File: src/rtl/rsd_pkg.sv
`default_nettype none

package rsd_pkg;

	localparam int MAX_DEPTH = 16;
	localparam int LEN_BITS  = 32;
	// a length field wider than 32 bits cannot be carried
	localparam int LBITS     = (LEN_BITS < 32) ? LEN_BITS : 32;
	localparam int CNT_W     = $clog2(MAX_DEPTH + 1);
	localparam int IDX_W     = $clog2(MAX_DEPTH);

	localparam logic [7:0] STR_BASE  = 8'h80;
	localparam logic [7:0] LIST_BASE = 8'hC0;
	localparam int         LONG_OFS  = 55;
	localparam logic [7:0] STR_LONG  = 8'(int'(STR_BASE) + LONG_OFS);
	localparam logic [7:0] LIST_LONG = 8'(int'(LIST_BASE) + LONG_OFS);

	typedef enum logic [2:0] {
		KIND_HEADER     = 3'd0,
		KIND_SINGLE     = 3'd1,
		KIND_STR_START  = 3'd2,
		KIND_DATA       = 3'd3,
		KIND_LIST_START = 3'd4,
		KIND_LIST_END   = 3'd5,
		KIND_IGNORED    = 3'd6,
		KIND_ERROR      = 3'd7
	} kind_t;

	typedef enum logic [2:0] {
		ERR_NONE    = 3'd0,
		ERR_TRUNC   = 3'd1,
		ERR_OVERRUN = 3'd2,
		ERR_DEEP    = 3'd3,
		ERR_LENGTH  = 3'd4
	} err_t;

	typedef enum logic [2:0] {
		CLS_SINGLE,
		CLS_SHORT_STR,
		CLS_LONG_STR,
		CLS_SHORT_LIST,
		CLS_LONG_LIST
	} cls_t;

	typedef struct packed {
		logic [7:0] byte_in;
		logic       last_byte;
	} byte_item_t;

	typedef struct packed {
		kind_t       kind;
		logic [7:0]  data_byte;
		logic [31:0] item_length;
		logic [4:0]  depth;
		err_t        error_code;
		logic        last_of_run;
		logic        item_done;
	} token_t;

	// classified byte as it waits between front and back
	typedef struct packed {
		byte_item_t item;
		cls_t       cls;
		logic [5:0] short_len;
		logic [3:0] len_bytes;
	} entry_t;

endpackage

`default_nettype wire

File: src/rtl/rsd_front.sv
`default_nettype none

module rsd_front (
	input  logic               clk,
	input  logic               arst_n,
	input  logic               byte_valid,
	output logic               byte_stall,
	input  rsd_pkg::byte_item_t byte_data,
	output logic               head_valid,
	output rsd_pkg::entry_t    head,
	input  logic               head_pop
);
	import rsd_pkg::*;

	entry_t     cls_entry;
	entry_t     q_q [2];
	logic       wr_q;
	logic       rd_q;
	logic [1:0] cnt_q;
	logic       push;
	logic       pop;

	always_comb begin
		cls_entry           = '0;
		cls_entry.item      = byte_data;
		if (byte_data.byte_in < STR_BASE) begin
			cls_entry.cls = CLS_SINGLE;
		end else if (byte_data.byte_in <= STR_LONG) begin
			cls_entry.cls       = CLS_SHORT_STR;
			cls_entry.short_len = 6'(byte_data.byte_in - STR_BASE);
		end else if (byte_data.byte_in < LIST_BASE) begin
			cls_entry.cls       = CLS_LONG_STR;
			cls_entry.len_bytes = 4'(byte_data.byte_in - STR_LONG);
		end else if (byte_data.byte_in <= LIST_LONG) begin
			cls_entry.cls       = CLS_SHORT_LIST;
			cls_entry.short_len = 6'(byte_data.byte_in - LIST_BASE);
		end else begin
			cls_entry.cls       = CLS_LONG_LIST;
			cls_entry.len_bytes = 4'(byte_data.byte_in - LIST_LONG);
		end
	end

	assign byte_stall = (cnt_q == 2'd2);
	assign push       = byte_valid && !byte_stall;
	assign head_valid = (cnt_q != 2'd0);
	assign pop        = head_pop && head_valid;
	assign head       = q_q[rd_q];

	always_ff @(posedge clk) begin
		if (push) begin
			q_q[wr_q] <= cls_entry;
		end
	end

	always_ff @(posedge clk or negedge arst_n) begin
		if (!arst_n) begin
			wr_q  <= 1'b0;
			rd_q  <= 1'b0;
			cnt_q <= 2'd0;
		end else begin
			if (push) begin
				wr_q <= !wr_q;
			end
			if (pop) begin
				rd_q <= !rd_q;
			end
			case ({push, pop})
				2'b10:   cnt_q <= cnt_q + 2'd1;
				2'b01:   cnt_q <= cnt_q - 2'd1;
				default: cnt_q <= cnt_q;
			endcase
		end
	end

endmodule

`default_nettype wire

File: src/rtl/rsd_back.sv
`default_nettype none

module rsd_back (
	input  logic            clk,
	input  logic            arst_n,
	input  logic            head_valid,
	input  rsd_pkg::entry_t head,
	output logic            head_pop,
	output logic            token_valid,
	input  logic            token_stall,
	output rsd_pkg::token_t token
);
	import rsd_pkg::*;

	typedef enum logic [2:0] {
		S_MAIN,
		S_LOOK,
		S_CLOSE,
		S_ERR,
		S_TRUNC
	} seq_t;

	typedef enum logic [2:0] {
		PH_PREFIX,
		PH_LENB,
		PH_DATA,
		PH_DONE,
		PH_FAIL
	} phase_t;

	seq_t             state_q, state_d;
	phase_t           phase_q, phase_d;
	err_t             code_q, code_d;
	logic [3:0]       left_q, left_d;
	logic [31:0]      acc_q, acc_d;
	logic             is_list_q, is_list_d;
	logic [32:0]      nxt_q, nxt_d;
	logic [32:0]      end_pos_q, end_pos_d;
	logic [31:0]      str_end_q, str_end_d;
	logic [CNT_W-1:0] open_q, open_d;
	logic [31:0]      stack_q [MAX_DEPTH];
	logic             token_valid_q;
	token_t           token_q;

	logic             can_emit;
	logic             has_open;
	logic [IDX_W-1:0] top_idx;
	logic [32:0]      top_ext;
	logic [32:0]      nxt_inc;
	logic [31:0]      new_acc;
	logic             len_ovf;
	logic             start_list;
	logic [31:0]      start_len;
	logic [32:0]      end_sum;
	logic             room_bad;
	logic             emit;
	logic             push;
	logic             ends;
	logic             trunc;
	logic             clear;
	logic             done;
	logic             cond0;
	logic             do_start;
	logic             do_finish;
	logic             do_header;
	logic             fail_now;
	err_t             fail_code;
	token_t           res;

	assign can_emit   = !token_valid_q || !token_stall;
	assign has_open   = (open_q != '0);
	assign top_idx    = IDX_W'(open_q - CNT_W'(1));
	assign top_ext    = {1'b0, stack_q[top_idx]};
	assign nxt_inc    = {1'b0, nxt_q[31:0]} + 33'd1;
	assign new_acc    = {acc_q[23:0], head.item.byte_in};
	assign len_ovf    = ((acc_q >> (LBITS - 8)) != '0);
	assign start_list = (phase_q == PH_LENB) ? is_list_q : (head.cls == CLS_SHORT_LIST);
	assign start_len  = (phase_q == PH_LENB) ? new_acc : 32'(head.short_len);
	assign end_sum    = nxt_q + {1'b0, start_len};
	assign room_bad   = has_open && (nxt_q >= top_ext);

	always_comb begin
		state_d   = state_q;
		phase_d   = phase_q;
		code_d    = code_q;
		left_d    = left_q;
		acc_d     = acc_q;
		is_list_d = is_list_q;
		nxt_d     = nxt_q;
		end_pos_d = end_pos_q;
		str_end_d = str_end_q;
		open_d    = open_q;
		emit      = 1'b0;
		push      = 1'b0;
		ends      = 1'b0;
		trunc     = 1'b0;
		clear     = 1'b0;
		done      = 1'b0;
		cond0     = 1'b0;
		do_start  = 1'b0;
		do_finish = 1'b0;
		do_header = 1'b0;
		fail_now  = 1'b0;
		fail_code = ERR_NONE;
		head_pop  = 1'b0;
		res       = '0;
		res.depth = 5'(open_q);

		unique case (state_q)
			S_MAIN: begin
				if (head_valid && can_emit) begin
					emit = 1'b1;
					unique case (phase_q)
						PH_DONE: begin
							res.kind = KIND_IGNORED;
							ends     = 1'b1;
						end
						PH_FAIL: begin
							res.kind       = KIND_IGNORED;
							res.error_code = code_q;
							ends           = 1'b1;
						end
						PH_PREFIX: begin
							nxt_d = nxt_inc;
							unique case (head.cls) inside
								CLS_SINGLE: begin
									res.kind      = KIND_SINGLE;
									res.data_byte = head.item.byte_in;
									do_finish     = 1'b1;
								end
								CLS_SHORT_STR, CLS_SHORT_LIST: begin
									do_start = 1'b1;
								end
								CLS_LONG_STR, CLS_LONG_LIST: begin
									do_header = 1'b1;
									is_list_d = (head.cls == CLS_LONG_LIST);
									left_d    = head.len_bytes;
									acc_d     = '0;
									phase_d   = PH_LENB;
								end
								default: begin
									ends = 1'b1;
								end
							endcase
						end
						PH_LENB: begin
							nxt_d = nxt_inc;
							if (len_ovf) begin
								fail_now  = 1'b1;
								fail_code = ERR_LENGTH;
							end else begin
								acc_d  = new_acc;
								left_d = left_q - 4'd1;
								if (left_q != 4'd1) begin
									do_header = 1'b1;
								end else begin
									do_start = 1'b1;
								end
							end
						end
						PH_DATA: begin
							nxt_d         = nxt_inc;
							res.kind      = KIND_DATA;
							res.data_byte = head.item.byte_in;
							if (nxt_q == {1'b0, str_end_q}) begin
								do_finish = 1'b1;
							end else begin
								ends = 1'b1;
							end
						end
						default: begin
							ends = 1'b1;
						end
					endcase

					if (do_header) begin
						res.kind = KIND_HEADER;
						if (room_bad) begin
							state_d = S_ERR;
						end else begin
							ends = 1'b1;
						end
					end

					if (do_start) begin
						if (end_sum[32]) begin
							fail_now  = 1'b1;
							fail_code = ERR_LENGTH;
						end else if (has_open && (end_sum > top_ext)) begin
							fail_now  = 1'b1;
							fail_code = ERR_OVERRUN;
						end else if (start_list && (open_q >= CNT_W'(MAX_DEPTH))) begin
							fail_now  = 1'b1;
							fail_code = ERR_DEEP;
						end else begin
							res.kind        = start_list ? KIND_LIST_START : KIND_STR_START;
							res.item_length = start_len;
							if (start_list) begin
								push      = 1'b1;
								open_d    = open_q + CNT_W'(1);
								res.depth = 5'(open_q + CNT_W'(1));
							end
							if (start_len == '0) begin
								do_finish = 1'b1;
							end else begin
								phase_d = start_list ? PH_PREFIX : PH_DATA;
								if (!start_list) begin
									str_end_d = end_sum[31:0];
								end
								ends = 1'b1;
							end
						end
					end

					if (do_finish) begin
						// an empty list always closes itself
						cond0 = (do_start && start_list) || (has_open && (top_ext == nxt_q));
						if (cond0) begin
							end_pos_d = nxt_q;
							state_d   = S_LOOK;
						end else begin
							done          = (open_d == '0);
							phase_d       = done ? PH_DONE : PH_PREFIX;
							res.item_done = done;
							ends          = 1'b1;
						end
					end

					if (fail_now) begin
						res            = '0;
						res.kind       = KIND_ERROR;
						res.error_code = fail_code;
						res.depth      = 5'(open_q);
						phase_d        = PH_FAIL;
						code_d         = fail_code;
						ends           = 1'b1;
					end
				end
			end
			S_LOOK: begin
				open_d  = open_q - CNT_W'(1);
				state_d = S_CLOSE;
			end
			S_CLOSE: begin
				if (can_emit) begin
					emit     = 1'b1;
					res.kind = KIND_LIST_END;
					if (has_open && (top_ext == end_pos_q)) begin
						state_d = S_LOOK;
					end else begin
						done          = !has_open;
						phase_d       = done ? PH_DONE : PH_PREFIX;
						res.item_done = done;
						ends          = 1'b1;
					end
				end
			end
			S_ERR: begin
				if (can_emit) begin
					emit           = 1'b1;
					res.kind       = KIND_ERROR;
					res.error_code = ERR_OVERRUN;
					phase_d        = PH_FAIL;
					code_d         = ERR_OVERRUN;
					ends           = 1'b1;
				end
			end
			S_TRUNC: begin
				if (can_emit) begin
					emit           = 1'b1;
					res.kind       = KIND_ERROR;
					res.error_code = ERR_TRUNC;
					phase_d        = PH_FAIL;
					code_d         = ERR_TRUNC;
					ends           = 1'b1;
				end
			end
			default: begin
				state_d = S_MAIN;
			end
		endcase

		// append a truncation error when the message stops mid-item
		if (ends) begin
			trunc = head.item.last_byte &&
				(phase_d == PH_PREFIX || phase_d == PH_LENB || phase_d == PH_DATA);
			if (trunc) begin
				state_d = S_TRUNC;
			end else begin
				res.last_of_run = 1'b1;
				head_pop        = 1'b1;
				state_d         = S_MAIN;
				clear           = head.item.last_byte;
			end
		end

		if (clear) begin
			phase_d   = PH_PREFIX;
			code_d    = ERR_NONE;
			left_d    = '0;
			acc_d     = '0;
			is_list_d = 1'b0;
			nxt_d     = 33'd1;
			str_end_d = '0;
			open_d    = '0;
		end
	end

	always_ff @(posedge clk) begin
		if (push) begin
			stack_q[IDX_W'(open_q)] <= end_sum[31:0];
		end
	end

	always_ff @(posedge clk or negedge arst_n) begin
		if (!arst_n) begin
			state_q       <= S_MAIN;
			phase_q       <= PH_PREFIX;
			code_q        <= ERR_NONE;
			left_q        <= '0;
			acc_q         <= '0;
			is_list_q     <= 1'b0;
			nxt_q         <= 33'd1;
			end_pos_q     <= '0;
			str_end_q     <= '0;
			open_q        <= '0;
			token_valid_q <= 1'b0;
			token_q       <= '0;
		end else begin
			state_q   <= state_d;
			phase_q   <= phase_d;
			code_q    <= code_d;
			left_q    <= left_d;
			acc_q     <= acc_d;
			is_list_q <= is_list_d;
			nxt_q     <= nxt_d;
			end_pos_q <= end_pos_d;
			str_end_q <= str_end_d;
			open_q    <= open_d;
			if (emit) begin
				token_valid_q <= 1'b1;
				token_q       <= res;
			end else if (!token_stall) begin
				token_valid_q <= 1'b0;
			end
		end
	end

	assign token_valid = token_valid_q;
	assign token       = token_q;

endmodule

`default_nettype wire

File: src/rtl/rlp_stream_decoder_top.sv
`default_nettype none

// RLP stream decoder. Feed one message byte per request on the byte channel,
// with last_byte set on the final byte of the buffer; tokens come out on the
// token channel, one per request, the last token of each byte flagged with
// last_of_run. A two-entry queue sits between the byte classifier and the
// decoding sequencer, and the token output is registered, so bytes still enter
// the queue while it has room and a token waits. A byte that closes nested
// lists passes a look state and a close state for each list, since each close
// reads the top of the list-end stack before the next compare; a header that
// overruns its parent and a truncation error each add a state that emits the
// error. After last_byte the decoder is back in its reset state for the next
// message. Nesting is limited to 16 open lists and lengths to 32 bits.
module rlp_stream_decoder_top (
	input  logic                clk,
	input  logic                arst_n,
	input  logic                byte_valid,
	output logic                byte_stall,
	input  rsd_pkg::byte_item_t byte_data,
	output logic                token_valid,
	input  logic                token_stall,
	output rsd_pkg::token_t     token
);
	import rsd_pkg::*;

	logic   head_valid;
	entry_t head;
	logic   head_pop;

	rsd_front u_front (
		.clk        (clk),
		.arst_n     (arst_n),
		.byte_valid (byte_valid),
		.byte_stall (byte_stall),
		.byte_data  (byte_data),
		.head_valid (head_valid),
		.head       (head),
		.head_pop   (head_pop)
	);

	rsd_back u_back (
		.clk         (clk),
		.arst_n      (arst_n),
		.head_valid  (head_valid),
		.head        (head),
		.head_pop    (head_pop),
		.token_valid (token_valid),
		.token_stall (token_stall),
		.token       (token)
	);

	// a completed top item leaves nothing to append for that byte
	a_done_ends_run: assert property (@(posedge clk) disable iff (!arst_n)
		token_valid && token.item_done |-> token.last_of_run)
		else $error("item_done without last_of_run");

	a_error_has_code: assert property (@(posedge clk) disable iff (!arst_n)
		token_valid && (token.kind == KIND_ERROR) |->
			(token.error_code != ERR_NONE) && token.last_of_run
			|| (token.error_code == ERR_OVERRUN) || (token.error_code == ERR_LENGTH)
			|| (token.error_code == ERR_DEEP))
		else $error("error token without a code");

	a_depth_bound: assert property (@(posedge clk) disable iff (!arst_n)
		token_valid |-> (token.depth <= 5'(MAX_DEPTH)))
		else $error("depth beyond nesting limit");

	a_pop_only_head: assert property (@(posedge clk) disable iff (!arst_n)
		head_pop |-> head_valid)
		else $error("queue popped while empty");

endmodule

`default_nettype wire
File: config.mk
export PLATFORM = sky130hd
export DESIGN_NAME = rlp_stream_decoder_top
export DESIGN_NICKNAME = d
export VERILOG_FILES = /design/src/rtl/rsd_pkg.sv /design/src/rtl/rsd_front.sv /design/src/rtl/rsd_back.sv /design/src/rtl/rlp_stream_decoder_top.sv
export SDC_FILE = /design/constraint.sdc
export NUM_CORES = 1
export LEC_CHECK = 0
export ABC_AREA = 1
export ABC_CLOCK_PERIOD_IN_PS = 7000
export BUFFER_PORTS_ARGS = -buffer_cell sky130_fd_sc_hd__buf_2
export CORE_UTILIZATION = 40
export DETAILED_ROUTE_END_ITERATION = 10
export SLEW_MARGIN = 20
export SYNTH_ARGS = -nofsm -noshare
export SYNTH_HDL_FRONTEND = slang
export SYNTH_SLANG_ARGS = --single-unit
export TNS_END_PERCENT = 20
File: constraint.sdc
create_clock -name clk -period 7 [get_ports clk]
set_input_delay 0.35 -clock clk [delete_from_list [all_inputs] [get_ports clk]]
set_output_delay 0.35 -clock clk [all_outputs]
set_load 0.02 [all_outputs]
==> flow_summary.yaml <==
status:
  status: "finished, final reports clean"
yosys:
  post_synth_num_cell_types: 55
  yosysTopAreaCellShare: 0.463
  synth_nets: 3691
  synth-warning-count: 0
  yosys.area.top_type: "sky130_fd_sc_hd__edfxtp_1"
  synthesis.area_per_instance_um2: 10.1
  biggest_area_contributors_in_the_synthesized_netlist: "sky130_fd_sc_hd__edfxtp_1 (46%), sky130_fd_sc_hd__dfrtp_1 (14%), sky130_fd_sc_hd__nand2_1 (6.1%), sky130_fd_sc_hd__o21ai_0 (5.8%), sky130_fd_sc_hd__nor2_1 (5.5%)"
  synth-main-ff-cell: "sky130_fd_sc_hd__edfxtp_1"
  share_of_the_yosys_chip_area_belonging_to_registers: 0.606
  ys_ff_latch: 763
  synth_edf_count: 556
  number_of_instances_in_the_synthesized_netlist: 3573
  async_flop_share: 0.271
  syn_area_um2: 36100
sta:
  tightestPinTransition_ns: 0.994
  setup_repair_after_global_routing_missed_its_margin: "no"
  timing.fmax_ghz: 0.154
  finalCritPeriodShare: 0.928
  finalWorstPathRequiredPeriod_ns: 6.50
  finalMaxSlewViolations: 0
  worst_clock_skew_ns: 0.0360
  timing_hold_violations_final: 0
  report.final.setup_viol: 0
  timing.slew.headroom: 0.337
setup_path:
  setup.worst_path.start: "u_back.phase_q[2]$_DFF_PN0_"
  cp_capture_type: "flop"
  reg2reg_from: "u_back.phase_q[2]$_DFF_PN0_"
  crit_slowest_cell: "sky130_fd_sc_hd__dfrtp_1"
  crit_buf_inv: 9
  worst-path-max-fanout: 15
  crit_path_start_kind: "flop"
  critPathMostFrequentCell: "sky130_fd_sc_hd__nand2_1"
  critical-path-top-delay-family: "simple AND/OR/NAND/NOR gates"
  max_stage_delay_ns: 0.38
  required_ns: 7.52
  crit_type: "flop to flop"
  worst-endpoint-arrival_ns: 7.02
global_routing:
  number_of_global_route_vias_before_repair: 25800
  grt_overflow: 0
  grt_usage: 0.229
  grt_pass1_wl_um: 159000
  antenna_found_initial: 0
  grt_start_max_net_pins: 187
die:
  floorplan.core_area_um2: 88900
  row_count: 109
  die_area_um2: 91400
  floorplan.die.width_um: 302
  floorplan.initialDensity: 0.406
  num_io_pins: 68
  die_height_um: 302
detailed_routing:
  routed_via_density: 5.44
  wire_per_inst_um: 21.1
  drc: 0
  drt_iter0_drc: 2240
  router_iterations_before_antenna_repair: 5
  routed-via-count: 26900
  postRouteWirelength_um: 104000
  postRouteAntennaNets: 0
clock_network:
  total_clock_buffers_created_by_cts: 82
  clock_tree.root_cell: "sky130_fd_sc_hd__clkbuf_16"
  clock_path_buffers: 3
  clock_sinks: 763
  cts_tree: "built"
  ctsHtreeMaxLevel: 3
  path_clk_slew_ns: 0.06
  clkLatencyLatePin_ns: 0.66
layout:
  nets: 3821
  antenna-diode-count: 0
  final_cells: 4935
  areaGrowthSynthToFinish_pct: 15.3
  layout.core_utilization: 0.468
  final_common_cell: "sky130_fd_sc_hd__nand2_1"
  fraction_of_final_layout_cells_sized_beyond_drive_strength_1: 0.115
  commonest_cells_after_routing_fill_and_taps_aside: "sky130_fd_sc_hd__nand2_1 (589), sky130_fd_sc_hd__edfxtp_1 (556), sky130_fd_sc_hd__nor2_1 (508), sky130_fd_sc_hd__o21ai_0 (408), sky130_fd_sc_hd__inv_1 (239)"
  num-fill-cells: 8345
  final_cell_area_um2: 41600
min_path:
  worstHoldStart: "token_stall"
  worstHoldPathType: "primary input to flop"
pwr:
  worst_ir_drop_vdd_uv: 335
  power.density_cell_area_nw_per_um2: 441
  cellLeakagePower_nw: 16.5
placement:
  place.port_buffers: 67
  dp.final_hpwl_um: 67200
  gpl.final_weighted_congestion: 0.971
  dpl.cell_count: 4762
  dpl_cell_area_um2: 38700
job:
  max_cap_violations: 0
[per-stage QoR]
stage / worst slack, ns / power (mW) / hold slack (ns) / TNS, ns
6_report: 0.503 / 18.3 / 0.163 / 0
4_1_cts: 0.00766 / 18.3 / 0.139 / 0
3_3_place_gp: 0.122 / 14.0 / 0.462 / 0
5_1_grt: 0.00190 / 19.5 / 0.192 / 0
3_5_place_dp: 0.00411 / 14.0 / 0.461 / 0
2_1_floorplan: -0.176 / 11.1 / 0.0544 / -90.39
[Yosys cell counts, types with 2 or more instances]
master and instances:
sky130_fd_sc_hd__nor3_1 43, sky130_fd_sc_hd__a21oi_1 116, sky130_fd_sc_hd__dfrtp_1 206, sky130_fd_sc_hd__nor4b_1 2, sky130_fd_sc_hd__nand3b_1 25, sky130_fd_sc_hd__o21ai_2 2, sky130_fd_sc_hd__clkinv_1 2, sky130_fd_sc_hd__a221oi_1 3
sky130_fd_sc_hd__o21a_1 6, sky130_fd_sc_hd__xnor2_1 28, sky130_fd_sc_hd__a31oi_1 6, sky130_fd_sc_hd__mux2i_1 7, sky130_fd_sc_hd__o21bai_1 5, sky130_fd_sc_hd__xor2_1 67, sky130_fd_sc_hd__clkbuf_1 105, sky130_fd_sc_hd__a21o_1 3
sky130_fd_sc_hd__nand3_1 168, sky130_fd_sc_hd__a211oi_1 5, sky130_fd_sc_hd__nand3_2 5, sky130_fd_sc_hd__mux2_2 3, sky130_fd_sc_hd__nor2_4 2, sky130_fd_sc_hd__a32o_1 4, sky130_fd_sc_hd__o31ai_1 3, sky130_fd_sc_hd__a2111oi_0 2
sky130_fd_sc_hd__inv_1 241, sky130_fd_sc_hd__buf_1 6, sky130_fd_sc_hd__nand2_2 7, sky130_fd_sc_hd__nor2_1 530, sky130_fd_sc_hd__o221ai_1 39, sky130_fd_sc_hd__nand2_1 591, sky130_fd_sc_hd__nand4_1 35, sky130_fd_sc_hd__buf_2 49
sky130_fd_sc_hd__o211ai_1 92, sky130_fd_sc_hd__nor4_1 16, sky130_fd_sc_hd__o21ai_0 415, sky130_fd_sc_hd__ha_1 104, sky130_fd_sc_hd__buf_4 3, sky130_fd_sc_hd__a21oi_2 2, sky130_fd_sc_hd__buf_6 8, sky130_fd_sc_hd__edfxtp_1 556
sky130_fd_sc_hd__inv_2 17, sky130_fd_sc_hd__or2_2 7, sky130_fd_sc_hd__o21ai_1 4, sky130_fd_sc_hd__o22ai_1 22
[cell families (layout without fill, tap and decap cells)]
kind of cell	count (synthesis)	count (layout)	share of synthesized area
AOI/OAI and AO/OA	733	733	0.116
xor gates and xnor gates	96	96	0.0235
adders and majority gates	105	105	0.0366
buffers and inverters	431	627	0.0485
DFF	763	763	0.606
muxes	10	10	0.00288
and+or+nand+nor	1435	1436	0.166
[sequential cells by signal, indices dropped and copies added, names as in the netlist, 2 cells and up]
name,count
u_back.stack_q,512
u_back.token,53
u_front.q_q,44
u_back.end_pos_q,33
u_back.nxt_q,33
u_back.acc_q,32
u_back.str_end_q,32
u_back.open_q,5
u_back.left_q,4
u_back.code_q,3
u_back.phase_q,3
u_back.state_q,3
u_front.cnt_q,2
[area by class of cell]
class | instances | area, µm² | area share
inverters | 260 | 985 | 0.0237
clock buffers | 95 | 2110 | 0.0507
flip-flops and latches | 763 | 21900 | 0.526
clock inverters | 56 | 517 | 0.0124
well taps | 1165 | 1460 | 0.0350
repair buffers | 216 | 1890 | 0.0454
multi-input cells | 2380 | 12800 | 0.307
[path summary, 6_finish.rpt]
| kind | endpoint | slack (ns) | depth (start not counted) |
|---|---|---|---|
| max in group asynchronous | u_back.is_list_q$_DFFE_PN0P_ | 5.25 | 3 |
| min reg2reg | u_back.token[6]$_DFFE_PN0P_ | 0.48 | 2 |
| min in group asynchronous | u_back.token[13]$_DFFE_PN0P_ | 0.35 | 2 |
| max reg2reg | u_front.cnt_q[1]$_DFFE_PN0P_ | 0.50 | 47 |
| max | u_front.cnt_q[1]$_DFFE_PN0P_ | 0.50 | 47 |
| min | u_back.token_valid$_DFFE_PN0P_ | 0.16 | 3 |
[where the power goes]
group | internal (mW) | leakage, nW | switching [mW]
Sequential | 5.78 | 7.86 | 0.311
Combinational | 2.42 | 7.35 | 5.62
Clock | 2.32 | 1.26 | 1.89
[worst reg2reg max path: cells and delay by family, from the launching register on]
| family | cells | cell delay [ns] |
|---|---|---|
| xor gates and xnor gates | 2 | 0.47 |
| and+or+nand+nor | 23 | 2.06 |
| AOI/OAI and AO/OA | 10 | 1.56 |
| buffers and inverters | 9 | 1.01 |
| DFF | 1 | 0.38 |
| adders and majority gates | 3 | 0.88 |
[routing by layer]
metal  vias up  global-route usage  routed length [µm]  part of all wire
met5         -                   0                   0                 0
met4         0              0.0676                2530             0.024
met3       148              0.0287                6040             0.058
met2       790               0.373               49800              0.48
met1     13200               0.320               46000              0.44
li1      12700                   -                   -                 -
[timing repair]
action,CTS,global route
setup buffers,1,10
endpoints found under the hold margin,121,0
setup endpoints to repair,1,629
hold buffers,10,0
resized for setup,0,39
pin swaps,1,11
cloned,0,1
(Power assumes the default switching activity.)
